### src/design/pfde_pkg.sv
`default_nettype none

package pfde_pkg;

    localparam int unsigned LetterW    = 5;
    localparam int unsigned CellW      = 5;
    localparam int unsigned NumLetters = 26;
    localparam int unsigned NumCells   = 25;

    typedef logic [LetterW-1:0] t_letter;
    typedef logic [CellW-1:0]   t_cell;
    typedef logic [2:0]         t_coord;

    localparam t_letter LetterI    = 5'd8;
    localparam t_letter LetterJ    = 5'd9;
    localparam t_letter LetterX    = 5'd23;
    localparam t_letter LastLetter = 5'd25;
    localparam t_cell   CellCount  = 5'd25;
    localparam t_coord  LastCoord  = 3'd4;

    typedef enum logic [1:0] {
        REQ_KEY     = 2'd0,
        REQ_KEY_END = 2'd1,
        REQ_TEXT    = 2'd2,
        REQ_MSG_END = 2'd3
    } t_req;

    typedef enum logic [2:0] {
        ST_IDLE,
        ST_FILL,
        ST_PLACE,
        ST_RULE,
        ST_CELL,
        ST_LOAD
    } t_state;

    // write port and read addresses of both memories
    typedef struct packed {
        logic    wr_en;
        t_cell   wr_cell;
        t_letter wr_letter;
        t_letter rd_la;
        t_letter rd_lb;
        t_cell   rd_na;
        t_cell   rd_nb;
    } t_mem_req;

    // registered read data
    typedef struct packed {
        t_cell   pa;
        t_cell   pb;
        t_letter ca;
        t_letter cb;
    } t_mem_rsp;

    typedef struct packed {
        t_coord row;
        t_coord col;
    } t_rc;

    // cell index (below 25) to row and column
    function automatic t_rc f_split(t_cell c);
        t_rc   rc;
        t_cell base;
        if (c >= 5'd20) begin
            rc.row = 3'd4;
        end else if (c >= 5'd15) begin
            rc.row = 3'd3;
        end else if (c >= 5'd10) begin
            rc.row = 3'd2;
        end else if (c >= 5'd5) begin
            rc.row = 3'd1;
        end else begin
            rc.row = 3'd0;
        end
        base   = {rc.row, 2'b00} + {2'b00, rc.row};
        rc.col = 3'(c - base);
        return rc;
    endfunction

    function automatic t_cell f_join(t_rc rc);
        return {rc.row, 2'b00} + {2'b00, rc.row} + {2'b00, rc.col};
    endfunction

    // step one place along a row or column, wrapping round
    function automatic t_coord f_next(t_coord v);
        return (v == LastCoord) ? 3'd0 : v + 3'd1;
    endfunction

endpackage

`default_nettype wire

### src/design/playfair_digram_encipher_top.sv
// playfair digram encipherer, 5x5 square with J folded into I
// request channel (i_req_valid / o_req_ready) carries a type and a letter:
//   key letter, key end, plaintext letter, message end
// result channel (o_res_valid / i_res_ready) carries one cipher letter per
//   transfer, o_pair_last high on the second letter of each pair
// a key letter is written as it is taken; key end walks the whole alphabet
//   to fill the square, during which no request is taken
// a request that completes a pair passes the place lookup, rule, cell lookup
//   and load steps before it is in the result register; the two lookups are
//   the memory read stages, and the next request is taken after the load
// requests that produce nothing, key end apart, are taken at one per cycle
// the two cipher letters sit in an output register, so the next request is
//   taken while they wait; a further pair waits at the load step until the
//   receiver has drained the register
// synchronous reset clears the fill state, the held letter and the result
//   register; the square memories keep whatever they held and are rewritten
//   by the next key
`default_nettype none

module playfair_digram_encipher_top (
    input  wire logic                i_clk,
    input  wire logic                i_rst_n,
    input  wire logic                i_req_valid,
    output logic                     o_req_ready,
    input  wire logic [1:0]          i_req_type,
    input  wire pfde_pkg::t_letter   i_letter,
    output logic                     o_res_valid,
    input  wire logic                i_res_ready,
    output pfde_pkg::t_letter        o_cipher_letter,
    output logic                     o_pair_last
);
    import pfde_pkg::*;

    t_mem_req mem_req;
    t_mem_rsp mem_rsp;
    t_cell    na;
    t_cell    nb;
    logic     outq_empty;
    logic     load;

    // sequencer: request decode, key fill walk, held letter
    pfde_ctrl u_ctrl (
        .i_clk        (i_clk),
        .i_rst_n      (i_rst_n),
        .i_req_valid  (i_req_valid),
        .o_req_ready  (o_req_ready),
        .i_req_type   (i_req_type),
        .i_letter     (i_letter),
        .o_mem_req    (mem_req),
        .i_na         (na),
        .i_nb         (nb),
        .i_outq_empty (outq_empty),
        .o_load       (load)
    );

    // square and letter-place memories, registered reads
    pfde_mem u_mem (
        .i_clk (i_clk),
        .i_req (mem_req),
        .o_rsp (mem_rsp)
    );

    // row / column / rectangle rule on the two looked-up places
    pfde_rule u_rule (
        .i_pa (mem_rsp.pa),
        .i_pb (mem_rsp.pb),
        .o_na (na),
        .o_nb (nb)
    );

    // result register holding one enciphered pair
    pfde_outq u_outq (
        .i_clk           (i_clk),
        .i_rst_n         (i_rst_n),
        .i_load          (load),
        .i_c0            (mem_rsp.ca),
        .i_c1            (mem_rsp.cb),
        .i_res_ready     (i_res_ready),
        .o_res_valid     (o_res_valid),
        .o_cipher_letter (o_cipher_letter),
        .o_pair_last     (o_pair_last),
        .o_empty         (outq_empty)
    );

endmodule

`default_nettype wire

### src/design/pfde_mem.sv
`default_nettype none

module pfde_mem (
    input  wire logic              i_clk,
    input  wire pfde_pkg::t_mem_req i_req,
    output pfde_pkg::t_mem_rsp     o_rsp
);
    import pfde_pkg::*;

    t_letter r_square_mem [NumCells];
    t_cell   r_place_mem  [NumLetters];
    t_mem_rsp r_rsp;

    // square and letter place are written together, one letter per cycle
    always_ff @(posedge i_clk) begin
        if (i_req.wr_en) begin
            r_square_mem[i_req.wr_cell]  <= i_req.wr_letter;
            r_place_mem[i_req.wr_letter] <= i_req.wr_cell;
        end
    end

    always_ff @(posedge i_clk) begin
        r_rsp.pa <= r_place_mem[i_req.rd_la];
        r_rsp.pb <= r_place_mem[i_req.rd_lb];
        r_rsp.ca <= r_square_mem[i_req.rd_na];
        r_rsp.cb <= r_square_mem[i_req.rd_nb];
    end

    assign o_rsp = r_rsp;

endmodule

`default_nettype wire

### src/design/pfde_rule.sv
`default_nettype none

module pfde_rule (
    input  wire pfde_pkg::t_cell i_pa,
    input  wire pfde_pkg::t_cell i_pb,
    output pfde_pkg::t_cell      o_na,
    output pfde_pkg::t_cell      o_nb
);
    import pfde_pkg::*;

    t_rc a_rc;
    t_rc b_rc;
    t_rc na_rc;
    t_rc nb_rc;

    always_comb begin
        a_rc  = f_split(i_pa);
        b_rc  = f_split(i_pb);
        na_rc = a_rc;
        nb_rc = b_rc;
        if (a_rc.row == b_rc.row) begin
            // same row: shift right
            na_rc.col = f_next(a_rc.col);
            nb_rc.col = f_next(b_rc.col);
        end else if (a_rc.col == b_rc.col) begin
            // same column: shift down
            na_rc.row = f_next(a_rc.row);
            nb_rc.row = f_next(b_rc.row);
        end else begin
            // rectangle: swap columns
            na_rc.col = b_rc.col;
            nb_rc.col = a_rc.col;
        end
    end

    assign o_na = f_join(na_rc);
    assign o_nb = f_join(nb_rc);

endmodule

`default_nettype wire

### src/design/pfde_outq.sv
`default_nettype none

module pfde_outq (
    input  wire logic             i_clk,
    input  wire logic             i_rst_n,
    input  wire logic             i_load,
    input  wire pfde_pkg::t_letter i_c0,
    input  wire pfde_pkg::t_letter i_c1,
    input  wire logic             i_res_ready,
    output logic                  o_res_valid,
    output pfde_pkg::t_letter     o_cipher_letter,
    output logic                  o_pair_last,
    output logic                  o_empty
);
    import pfde_pkg::*;

    logic    r_valid;
    logic    r_sel;
    t_letter r_c0;
    t_letter r_c1;

    always_ff @(posedge i_clk) begin
        if (!i_rst_n) begin
            r_valid <= 1'b0;
            r_sel   <= 1'b0;
        end else if (i_load && !r_valid) begin
            r_valid <= 1'b1;
            r_sel   <= 1'b0;
        end else if (r_valid && i_res_ready) begin
            r_sel   <= !r_sel;
            r_valid <= !r_sel;
        end
    end

    always_ff @(posedge i_clk) begin
        if (i_load && !r_valid) begin
            r_c0 <= i_c0;
            r_c1 <= i_c1;
        end
    end

    assign o_res_valid     = r_valid;
    assign o_cipher_letter = r_sel ? r_c1 : r_c0;
    assign o_pair_last     = r_sel;
    assign o_empty         = !r_valid;

endmodule

`default_nettype wire

### src/design/pfde_ctrl.sv
`default_nettype none

module pfde_ctrl (
    input  wire logic             i_clk,
    input  wire logic             i_rst_n,
    input  wire logic             i_req_valid,
    output logic                  o_req_ready,
    input  wire logic [1:0]       i_req_type,
    input  wire pfde_pkg::t_letter i_letter,
    output pfde_pkg::t_mem_req    o_mem_req,
    input  wire pfde_pkg::t_cell   i_na,
    input  wire pfde_pkg::t_cell   i_nb,
    input  wire logic             i_outq_empty,
    output logic                  o_load
);
    import pfde_pkg::*;

    t_state           r_state, n_state;
    logic [NumLetters-1:0] r_seen, n_seen;
    t_cell            r_fill, n_fill;
    logic             r_key_done, n_key_done;
    t_letter          r_held, n_held;
    logic             r_held_valid, n_held_valid;
    t_letter          r_walk, n_walk;
    t_letter          r_la, n_la;
    t_letter          r_lb, n_lb;
    t_cell            r_na, n_na;
    t_cell            r_nb, n_nb;

    logic    accept;
    logic    in_range;
    t_letter l_map;
    t_req    req;

    assign o_req_ready = (r_state == ST_IDLE);
    assign accept      = i_req_valid && o_req_ready;
    assign in_range    = (i_letter <= LastLetter);
    assign l_map       = (i_letter == LetterJ) ? LetterI : i_letter;
    assign req         = t_req'(i_req_type);

    // next state
    always_comb begin
        n_state = r_state;
        unique case (r_state)
            ST_IDLE: begin
                if (accept) begin
                    unique case (req)
                        REQ_KEY_END: begin
                            if (!r_key_done) n_state = ST_FILL;
                        end
                        REQ_TEXT: begin
                            if (r_key_done && in_range && r_held_valid) n_state = ST_PLACE;
                        end
                        REQ_MSG_END: begin
                            if (r_key_done && r_held_valid) n_state = ST_PLACE;
                        end
                        default: n_state = ST_IDLE;
                    endcase
                end
            end
            ST_FILL: begin
                if (r_walk == LastLetter) n_state = ST_IDLE;
            end
            ST_PLACE: n_state = ST_RULE;
            ST_RULE:  n_state = ST_CELL;
            ST_CELL:  n_state = ST_LOAD;
            ST_LOAD: begin
                if (i_outq_empty) n_state = ST_IDLE;
            end
            default:  n_state = ST_IDLE;
        endcase
    end

    // outputs and datapath updates
    always_comb begin
        n_seen       = r_seen;
        n_fill       = r_fill;
        n_key_done   = r_key_done;
        n_held       = r_held;
        n_held_valid = r_held_valid;
        n_walk       = r_walk;
        n_la         = r_la;
        n_lb         = r_lb;
        n_na         = r_na;
        n_nb         = r_nb;
        o_load       = 1'b0;

        o_mem_req.wr_en     = 1'b0;
        o_mem_req.wr_cell   = r_fill;
        o_mem_req.wr_letter = l_map;
        o_mem_req.rd_la     = r_la;
        o_mem_req.rd_lb     = r_lb;
        o_mem_req.rd_na     = r_na;
        o_mem_req.rd_nb     = r_nb;

        unique case (r_state)
            ST_IDLE: begin
                if (accept) begin
                    unique case (req)
                        REQ_KEY: begin
                            if (!r_key_done && in_range && !r_seen[l_map]
                                && (r_fill < CellCount)) begin
                                o_mem_req.wr_en = 1'b1;
                                n_seen[l_map]   = 1'b1;
                                n_fill          = r_fill + 5'd1;
                            end
                        end
                        REQ_KEY_END: begin
                            if (!r_key_done) n_walk = '0;
                        end
                        REQ_TEXT: begin
                            if (r_key_done && in_range) begin
                                if (!r_held_valid) begin
                                    n_held       = l_map;
                                    n_held_valid = 1'b1;
                                end else begin
                                    // doubled letter pairs with filler and stays held
                                    n_la         = r_held;
                                    n_lb         = (r_held == l_map) ? LetterX : l_map;
                                    n_held       = l_map;
                                    n_held_valid = (r_held == l_map);
                                end
                            end
                        end
                        REQ_MSG_END: begin
                            if (r_key_done && r_held_valid) begin
                                n_la         = r_held;
                                n_lb         = LetterX;
                                n_held_valid = 1'b0;
                            end
                        end
                        default: n_walk = r_walk;
                    endcase
                end
            end
            ST_FILL: begin
                o_mem_req.wr_letter = r_walk;
                if ((r_walk != LetterJ) && !r_seen[r_walk] && (r_fill < CellCount)) begin
                    o_mem_req.wr_en = 1'b1;
                    n_seen[r_walk]  = 1'b1;
                    n_fill          = r_fill + 5'd1;
                end
                n_walk = r_walk + 5'd1;
                if (r_walk == LastLetter) n_key_done = 1'b1;
            end
            ST_RULE: begin
                n_na = i_na;
                n_nb = i_nb;
            end
            ST_LOAD: begin
                o_load = i_outq_empty;
            end
            default: o_load = 1'b0;
        endcase
    end

    always_ff @(posedge i_clk) begin
        if (!i_rst_n) begin
            r_state      <= ST_IDLE;
            r_seen       <= '0;
            r_fill       <= '0;
            r_key_done   <= 1'b0;
            r_held       <= '0;
            r_held_valid <= 1'b0;
        end else begin
            r_state      <= n_state;
            r_seen       <= n_seen;
            r_fill       <= n_fill;
            r_key_done   <= n_key_done;
            r_held       <= n_held;
            r_held_valid <= n_held_valid;
        end
    end

    always_ff @(posedge i_clk) begin
        r_walk <= n_walk;
        r_la   <= n_la;
        r_lb   <= n_lb;
        r_na   <= n_na;
        r_nb   <= n_nb;
    end

endmodule

`default_nettype wire

### config.mk
export PLATFORM = sky130hd
export DESIGN_NAME = playfair_digram_encipher_top
export DESIGN_NICKNAME = d
export VERILOG_FILES = /design/src/design/pfde_pkg.sv /design/src/design/playfair_digram_encipher_top.sv /design/src/design/pfde_mem.sv /design/src/design/pfde_rule.sv /design/src/design/pfde_outq.sv /design/src/design/pfde_ctrl.sv
export SDC_FILE = /design/constraint.sdc
export NUM_CORES = 1
export LEC_CHECK = 0
export ABC_AREA = 1
export BUFFER_PORTS_ARGS = -buffer_cell sky130_fd_sc_hd__buf_2
export CAP_MARGIN = 20
export CORE_ASPECT_RATIO = 1.1
export CORE_UTILIZATION = 25
export CTS_BUF_LIST = sky130_fd_sc_hd__clkbuf_4 sky130_fd_sc_hd__clkbuf_8
export DETAILED_ROUTE_END_ITERATION = 7
export PLACE_DENSITY = 0.44
export SETUP_SLACK_MARGIN = 0.1
export SLEW_MARGIN = 20
export SYNTH_ARGS = -nofsm -noshare
export SYNTH_HDL_FRONTEND = slang
export SYNTH_HIERARCHICAL = 1
export SYNTH_SLANG_ARGS = --single-unit
export TNS_END_PERCENT = 1
### constraint.sdc
create_clock -name i_clk -period 8.9 [get_ports i_clk]
set_input_delay 1.78 -clock i_clk [delete_from_list [all_inputs] [get_ports i_clk]]
set_output_delay 1.78 -clock i_clk [all_outputs]
set_load 0.05 [all_outputs]
==> flow_metrics.tcl, run 1 <==
set metrics [dict create \
    clk_latency_ns 0.65 \
    hold_end "u_outq/r_c1[3]$_DFFE_PP_" \
    r2r_slack_ns 4.03 \
    nFillCells 8105 \
    end_kind "flop" \
    port-buffer-count 18 \
    worst_pin_slew_ns 1.038 \
    drv_slew 0 \
    core_region_area_um2 76000 \
    setup_slack_ns 4.027 \
    preCtsSetupSlack_ns 3.680 \
    hold_depth 0 \
    root_buffer "clkbuf_8" \
    final_net_count 2391 \
    grt_pass1_vias 16260 \
    finalHoldViolCount 0 \
    reg2reg_to "u_ctrl/r_nb[4]$_DFFE_PN_" \
    seqPwrFrac 0.454 \
    ys_ff_latch 353 \
    finalSetupTns_ns 0 \
    initial_core_util 0.2526 \
    grt_start_max_net_pins 72 \
    dr.pass1.iters 5 \
    ir_drop_mv 0.1152 \
    netlist_instances 2352 \
    holdWs_ns 0.4032 \
    synth_top_area_share 0.4536 \
    yosys.area.top_type "edfxtp_1" \
    io_pins 19 \
    multi_input_area_um2 7591 \
    syn_nets 2396 \
    seqCellArea_um2 9970 \
    arrival_ns 5.25 \
    drtIter0Drc 1183 \
    hp-class "reg -> reg" \
    cts_setup_buffers 0 \
    p_sw_mw 1.249 \
    syn_avg_cell_area_um2 8.162 \
    routed_wl_um 61690 \
    crit_type "reg -> reg" \
    die_x_um 266.2 \
    crit_buf_inv 3 \
    ff2ff_path_depth 25 \
    synthTopCellsByArea "edfxtp_1 (45%), nand2_1 (16%), nand3_1 (12%)" \
    gp_congestion 0.8978 \
    grt_pass1_wl_um 95000 \
    internal-power_mw 2.959 \
    clkSinkCount 353 \
    ys.flop_type "edfxtp_1" \
    min-delay-start "u_mem/o_rsp[3]$_DFF_P_" \
    cp.required_ns 9.28 \
    seq_area_frac_synth 0.5193 \
    vias_per_cell 4.695 \
    cts_hold_buf 0 \
    power_mw 4.208 \
    swShare 0.2967 \
    setup_viol 0 \
    start_kind "flop" \
    outcome "finished, final reports clean" \
    grt_usage 0.1591 \
    crit_family "adder cells" \
    drive_above_1_share 0.08708 \
    finalCritPeriodShare 0.5476 \
    hpwl_um 39760 \
    rows 106 \
    rsz0062_at_grt "false" \
    drc 0 \
    grt_antenna_before_repair 0 \
    leakage_nw 8.885 \
    max_freq_ghz 0.2052 \
    drt-wirelength-per-cell_um 18.01 \
    cts_tree "built" \
    clkPwrFrac 0.387 \
    crit_slowest_cell "fa_1" \
    postRouteAntennaNets 0 \
    crit_top_cell "nand2_1" \
    num_antenna_cells 0 \
    area_growth_pct 11.78 \
    p_per_area_nw_per_um2 196.1 \
    skew_ns 0.04527 \
    synth_edf_count 290 \
    h-tree-depth 3 \
    die-area_um2 77900 \
    power_frac_comb 0.159 \
    die_y_um 292.6 \
    cts_buffers 66 \
    cts_resized 0 \
    cp_slowest_stage_delay_ns 0.50 \
    clockBufferDepth 3 \
    syn_area_um2 19200 \
    relSlewSlack 0.3037 \
    yosys_warnings 6 \
    cts.reportedPaths.clkPinSlew_ns 0.06 \
    reg2reg_from "u_mem/o_rsp[16]$_DFF_P_" \
    min_period_ns 4.873 \
    vias 16090 \
    cp_max_fo 12 \
    async_reset_ff_frac 0 \
    cp-startpoint "u_mem/o_rsp[16]$_DFF_P_" \
    cap_viol_max_count 0 \
    ys_types 46 \
    grt_overflow 0 \
]
synth_stat cells, types with 3 or more instances:
cell type	n
o22ai_1	24
inv_2	8
o211ai_1	9
ha_1	27
xnor2_1	6
or2_2	3
nand2_1	806
buf_4	24
nand3_2	4
nand4_1	11
a21oi_2	6
nand3_1	442
dfxtp_1	63
a31oi_1	4
inv_4	3
xor2_1	8
edfxtp_1	290
buf_1	5
nand2_2	15
o21ai_1	4
buf_6	12
nor3_1	6
a21oi_1	71
clkbuf_1	23
nor2_2	7
clkinv_1	4
o21ai_0	44
fa_1	6
buf_2	49
nor2_1	106
inv_1	244
cell type report:
| class | instances | share of cell area |
|---|---|---|
| Clock buffer | 96 | 0.05545 |
| Timing Repair Buffer | 42 | 0.01259 |
| Multi-Input combinational cell | 1625 | 0.3537 |
| Sequential cell | 353 | 0.4646 |
| Tap cell | 1026 | 0.05982 |
| Inverter | 259 | 0.04571 |
| Clock inverter | 25 | 0.008105 |
worst max-delay path by stage:
stage                                          endpoint  slack (ns)  depth (start not counted)
floorplan           u_mem/r_square_mem[24][0]$_DFFE_PP_        4.53                         16
global placement    u_mem/r_square_mem[24][2]$_DFFE_PP_        3.77                         12
detailed placement  u_mem/r_square_mem[24][3]$_DFFE_PP_        3.68                         12
CTS                            u_ctrl/r_na[4]$_DFFE_PN_        4.03                         24
global route                   u_ctrl/r_na[4]$_DFFE_PN_        3.75                         25
finish                         u_ctrl/r_nb[4]$_DFFE_PN_        4.03                         25
through the flow:
stage                     cells  cell area, um2    util
final                      3426           21460  0.2824
after global routing       3426           21460  0.2824
after CTS                  3426           21460  0.2824
after detailed placement   3305           20090  0.2644
after global placement     3305           20090  0.2644
after floorplan            2352           19200       -
cells in the final DEF (no fill, tap or decap), drive strengths merged:
master | Yosys | routed
a211oi | 1 | 1
a21oi | 77 | 77
a22oi | 1 | 1
a31oi | 4 | 4
and3 | 1 | 1
buf | 90 | 42
bufinv | 0 | 1
clkbuf | 25 | 96
clkinv | 4 | 26
dfxtp | 63 | 63
edfxtp | 290 | 290
fa | 6 | 6
ha | 27 | 27
inv | 255 | 257
nand2 | 824 | 824
nand3 | 447 | 447
nand3b | 2 | 2
nand4 | 11 | 11
nor2 | 114 | 114
nor3 | 7 | 7
nor3b | 1 | 1
nor4 | 1 | 1
o211ai | 9 | 9
o21ai | 49 | 49
o22ai | 24 | 24
o311ai | 1 | 1
o31ai | 1 | 1
or2 | 3 | 3
xnor2 | 6 | 6
xor2 | 8 | 8
power by group through the flow:
stage	Clock [mW]	Sequential, mW	Combinational (mW)
final	1.63	1.91	0.671
after CTS	1.69	1.91	0.677
after global placement	0	1.94	0.666
after floorplan	0	1.93	0.457
after detailed placement	0	1.94	0.675
after global routing	1.76	1.91	0.756
cell families (layout without fill, tap and decap cells):
logic type               Yosys count  count (layout)  synth area share
adder cells (fa/ha/maj)           33              33           0.02385
flip-flops                       353             353            0.5193
AO/OA/AOI/OAI                    167             167           0.04888
buffers and inverters            374             422           0.08623
XOR/XNOR                          14              14          0.006387
AND/OR/NAND/NOR                 1411            1411            0.3153
sequential cells by signal (all words and copies together) (netlist names), 3 cells and up:
name and flops:
u_ctrl/r_fill 5, u_ctrl/r_held 5, u_ctrl/r_la 5, u_ctrl/r_lb 5, u_ctrl/r_na 5, u_ctrl/r_nb 5
u_ctrl/r_seen 26, u_ctrl/r_state 3, u_ctrl/r_walk 5, u_mem/o_rsp 20, u_mem/r_place_mem 130, u_mem/r_square_mem 125
u_outq/r_c0 5, u_outq/r_c1 5
routing by layer:
metal | vias up | wire length, um | global-route usage
met4 | 0 | 2211 | 0.06911
met5 | - | 0 | 0
li1 | 7762 | - | -
met3 | 145 | 2979 | 0.02438
met2 | 504 | 29140 | 0.2621
met1 | 7675 | 27360 | 0.2056
(Power assumes the default switching activity.)
==> inputs of run 2 (changes only) <==
==> constraint.sdc (replaced) <==
create_clock -name i_clk -period 4.7 [get_ports i_clk]
set_input_delay 0.94 -clock i_clk [delete_from_list [all_inputs] [get_ports i_clk]]
set_output_delay 0.94 -clock i_clk [all_outputs]
set_load 0.05 [all_outputs]
==> flow_metrics.tcl, run 2 (synthesized netlist as in run 1, its figures left out) <==
set metrics [dict create \
    final_cell_area_um2 21830 \
    placed_area_um2 20180 \
    vias_per_cell 4.719 \
    final_net_count 2416 \
    drtIter0Drc 1332 \
    crit_buf_inv 4 \
    cts_buffers 69 \
    io_pins 19 \
    internal-power_mw 5.844 \
    finalSetupTns_ns 0 \
    cts_tree "built" \
    gp_congestion 0.8524 \
    grt_start_max_net_pins 71 \
    hpwl_um 38960 \
    setup_viol 0 \
    path_cells "o21ai_4, inv_2, a21oi_4, ha_1, inv_1, ha_1, nor2_1, fa_1, xor2_1, nand3b_1, nand2_2, inv_2, nand2_1, nand2_4, nand3_2, buf_4, o21ai_2, ha_1, ha_1, fa_1, xor2_1" \
    drv_slew 0 \
    cp-startpoint "u_mem/o_rsp[12]$_DFF_P_" \
    grt_usage 0.1590 \
    p_per_area_nw_per_um2 375.0 \
    hp-class "reg -> reg" \
    cts.reportedPaths.clkPinSlew_ns 0.06 \
    drc 0 \
    skew_ns 0.04980 \
    postRouteAntennaNets 0 \
    met3_length_um 3182 \
    setup_slack_ns 0.2640 \
    crit_family "adder cells" \
    drive_above_1_share 0.1077 \
    layout.cells.non_filler 3451 \
    root_buffer "clkbuf_8" \
    port-buffer-count 18 \
    vias 16290 \
    layout_common_cells "nand2_1 (799), nand3_1 (442), edfxtp_1 (290)" \
    crit_type "reg -> reg" \
    min-delay-start "u_mem/o_rsp[3]$_DFF_P_" \
    cp.required_ns 5.09 \
    grt_pass1_vias 16380 \
    clkPwrFrac 0.392 \
    min_period_ns 4.436 \
    cp_slowest_stage_delay_ns 0.44 \
    finalCritPeriodShare 0.9438 \
    die_y_um 292.6 \
    grt_antenna_before_repair 1 \
    relSlewSlack 0.2737 \
    initial_core_util 0.2526 \
    worst_pin_slew_ns 1.088 \
    largest_reg_flops 130 \
    reg_top3 "u_mem/r_place_mem x130, u_mem/r_square_mem x125, u_ctrl/r_seen x26" \
    drt-wirelength-per-cell_um 18.03 \
    end_kind "flop" \
    h-tree-depth 3 \
    grt_overflow 0 \
    swShare 0.2859 \
    crit_top_cell "ha_1" \
    power_frac_comb 0.167 \
    rsz0062_at_grt "false" \
    outcome "finished, final reports clean" \
    start_kind "flop" \
    finalHoldViolCount 0 \
    seqPwrFrac 0.441 \
    wl_met1_um 26900 \
    clockBufferDepth 3 \
    cap_viol_max_count 0 \
    reg2reg_from "u_mem/o_rsp[12]$_DFF_P_" \
    leakage_nw 9.043 \
    core_region_area_um2 76000 \
    top_layer "met4" \
    p_sw_mw 2.340 \
    clk_latency_ns 0.65 \
    final_common_cell "nand2_1" \
    cts_hold_buf 0 \
    max_freq_ghz 0.2254 \
    area_growth_pct 13.69 \
    die_x_um 266.2 \
    routed_wl_um 62210 \
    die-area_um2 77900 \
    rows 106 \
    clkSinkCount 353 \
    preCtsSetupSlack_ns 0.08383 \
    arrival_ns 4.83 \
    met2_length_um 30240 \
    dr.pass1.iters 6 \
    dp_cells 3313 \
    ir_drop_mv 0.3395 \
    grt_pass1_wl_um 95340 \
    post-route-util 0.2872 \
    cp_max_fo 8 \
    crit_slowest_cell "fa_1" \
    top_register "u_mem/r_place_mem" \
]
## run 2: metal layers
| layer | vias up | global-route usage |
|---|---|---|
| met3 | 120 | 0.02488 |
| met2 | 537 | 0.2678 |
| li1 | 7816 | - |
| met4 | 0 | 0.06476 |
| met1 | 7813 | 0.2020 |
| met5 | - | 0 |
## run 2: timing repair
item / CTS / global route
resized for setup: 1 / 26
hold endpoints to repair: 0 / 0
pin swaps: 0 / 12
cloned: 0 / 1
endpoints found under the setup margin: 1 / 6
setup buffers: 0 / 12
## run 2: path summary, 6_finish.rpt
check	endpoint	slack, ns	cells past startpoint
max	u_ctrl/r_nb[3]$_DFFE_PN_	0.26	21
min	u_outq/r_c1[3]$_DFFE_PP_	0.40	0
max reg2reg	u_ctrl/r_nb[3]$_DFFE_PN_	0.26	21
min reg2reg	u_outq/r_c1[3]$_DFFE_PP_	0.40	0
## run 2: metrics by stage
step,hold slack (ns),power [mW]
3_5_place_dp,0.3919,4.954
2_1_floorplan,0.3855,4.526
6_report,0.4016,8.184
5_1_grt,0.4090,8.586
4_1_cts,0.4050,8.221
3_3_place_gp,0.3877,4.932
## run 2: power by group through the flow
stage	Sequential, mW	Clock (mW)	Combinational [mW]
final	3.61	3.21	1.37
after global routing	3.61	3.44	1.53
after CTS	3.61	3.32	1.29
after detailed placement	3.67	0	1.28
after global placement	3.67	0	1.26
after floorplan	3.66	0	0.866
## run 2: layout make-up
cell class	count	area, um2
timing repair buffer	63	455.4
clock inverter	20	176.4
tap	1026	1284
clock buffer	103	1255
fill	8074	54170
inverter	259	982.2
sequential	353	9977
antenna	1	2.502
multi-input combinational	1626	7694
==> inputs of run 3 (changes only) <==
--- a/config.mk
+++ b/config.mk
@@ -6,12 +6,12 @@
 export NUM_CORES = 1
 export LEC_CHECK = 0
 export ABC_AREA = 1
-export BUFFER_PORTS_ARGS = -buffer_cell sky130_fd_sc_hd__buf_2
 export CAP_MARGIN = 20
 export CORE_ASPECT_RATIO = 1.1
 export CORE_UTILIZATION = 25
 export CTS_BUF_LIST = sky130_fd_sc_hd__clkbuf_4 sky130_fd_sc_hd__clkbuf_8
 export DETAILED_ROUTE_END_ITERATION = 7
+export DONT_BUFFER_PORTS = 1
 export PLACE_DENSITY = 0.44
 export SETUP_SLACK_MARGIN = 0.1
 export SLEW_MARGIN = 20
==> flow_metrics.tcl, run 3 (synthesized netlist as in run 1, its figures left out) <==
set metrics [dict create \
    drv_slew 0 \
    finalSetupTns_ns 0 \
    grt_start_max_net_pins 71 \
    hpwl_um 38590 \
    cp.required_ns 5.08 \
    drive_above_1_share 0.1035 \
    cts_buffers 68 \
    worst_pin_slew_ns 0.9373 \
    cp_max_fo 6 \
    grt_antenna_before_repair 1 \
    drtIter0Drc 1302 \
    finalHoldViolCount 0 \
    port-buffer-count 0 \
    end_kind "flop" \
    final_net_count 2405 \
    relSlewSlack 0.3752 \
    finalCritPeriodShare 0.9171 \
    leakage_nw 8.964 \
    root_buffer "clkbuf_8" \
    clkSinkCount 353 \
    max_freq_ghz 0.2320 \
    cap_viol_max_count 0 \
    die-area_um2 77900 \
    clk_latency_ns 0.65 \
    area_growth_pct 13.10 \
    initial_core_util 0.2526 \
    start_kind "flop" \
    reg_top3 "u_mem/r_place_mem x130, u_mem/r_square_mem x125, u_ctrl/r_seen x26" \
    min_period_ns 4.310 \
    die_y_um 292.6 \
    core_region_area_um2 76000 \
    vias_per_cell 4.654 \
    arrival_ns 4.69 \
    drt-wirelength-per-cell_um 17.69 \
    dr.pass1.iters 7 \
    grt_overflow 0 \
    nFillCells 8073 \
    p_per_area_nw_per_um2 370.9 \
    final_common_cell "nand2_1" \
    die_x_um 266.2 \
    skew_ns 0.03627 \
    crit_type "reg -> reg" \
    ir_drop_mv 0.2572 \
    gp_congestion 0.8401 \
    clockBufferDepth 3 \
    layout_common_cells "nand2_1 (801), nand3_1 (442), edfxtp_1 (290)" \
    rows 106 \
    setup_viol 0 \
    largest_reg_flops 130 \
    io_pins 19 \
    cts_hold_buf 0 \
    layout.cells.non_filler 3443 \
    cts.reportedPaths.clkPinSlew_ns 0.06 \
    grt_pass1_vias 16120 \
    vias 16030 \
    outcome "finished, final reports clean" \
    grt_usage 0.1561 \
    drc 0 \
    dp_cells 3307 \
    hp-class "reg -> reg" \
    routed_wl_um 60890 \
    grt_pass1_wl_um 93570 \
    top_register "u_mem/r_place_mem" \
    h-tree-depth 3 \
    cts_tree "built" \
    postRouteAntennaNets 0 \
    rsz0062_at_grt "false" \
]
==> run 3: changes by cell type in the layout (fill, tap and decap cells not counted), sizes merged <==
cell and delta:
buf -10, clkinv +8, clkbuf -6, clkinvlp +2
bufinv -1, inv -1
==> run 3: final timing paths <==
check,start,to,slack [ns],cells past startpoint
max,u_mem/o_rsp[14]$_DFF_P_,u_ctrl/r_na[3]$_DFFE_PN_,0.39,23
min,u_mem/o_rsp[8]$_DFF_P_,u_outq/r_c0[3]$_DFFE_PP_,0.39,0
max reg2reg,u_mem/o_rsp[14]$_DFF_P_,u_ctrl/r_na[3]$_DFFE_PN_,0.39,23
min reg2reg,u_mem/o_rsp[8]$_DFF_P_,u_outq/r_c0[3]$_DFFE_PP_,0.39,0
==> run 3: area by class of cell <==
type	instances	area (um2)	area share
clock inverters	28	190.2	0.008759
flip-flops and latches	353	9976	0.4595
inverters	259	982.2	0.04524
repair buffers	53	397.9	0.01833
clock buffers	97	1185	0.05457
multi-input cells	1626	7695	0.3544
well taps	1026	1284	0.05913
diodes	1	2.502	0.0001153
==> run 3: through the flow <==
step	setup slack (ns)	instance area, um2	power, mW	utilization	hold slack [ns]
after global placement	0.2002	20160	4.919	0.2653	0.3874
final	0.3899	21710	8.054	0.2857	0.3856
after detailed placement	0.1602	20160	4.947	0.2653	0.3906
after CTS	0.1600	21540	8.102	0.2834	0.3725
after global routing	0.06307	21710	8.462	0.2857	0.4024
after floorplan	0.4720	19200	4.526	-	0.3855
==> run 3: where the power goes <==
group	internal (mW)	switching (mW)	total, mW
sequential	3.55	0.0477	3.60
combinational	0.412	0.939	1.35
clock	1.74	1.36	3.10
total	5.71	2.35	8.05
==> run 3: per-layer routing <==
metal	track usage	up-vias	part of all wire
met1	0.1957	7627	0.43
met4	0.06126	0	0.032
li1	-	7803	-
met2	0.2658	475	0.48
met5	0	-	0
met3	0.02606	120	0.054
==> run 3: worst max-delay path, stage by stage, from the launching register on <==
cell and delay, ns:
dfxtp_2 0.35, nor2_2 0.12, inv_1 0.07, nand2_2 0.09
nand2_2 0.09, a21oi_4 0.20, ha_4 0.22, inv_1 0.05
ha_1 0.14, nor2_1 0.06, fa_2 0.38, xor2_1 0.16
nand3b_1 0.13, nand2_1 0.11, inv_2 0.09, nand2_1 0.09
nand2_4 0.12, nand3_2 0.13, buf_4 0.18, o21ai_2 0.18
ha_1 0.27, ha_1 0.22, fa_1 0.44, xor2_1 0.17
==> run 3: what timing repair did <==
item                       4_1_cts  5_1_grt
hold endpoints to repair         0        0
setup endpoints to repair        0        6
setup buffers                    0        9
resized for setup                0       26
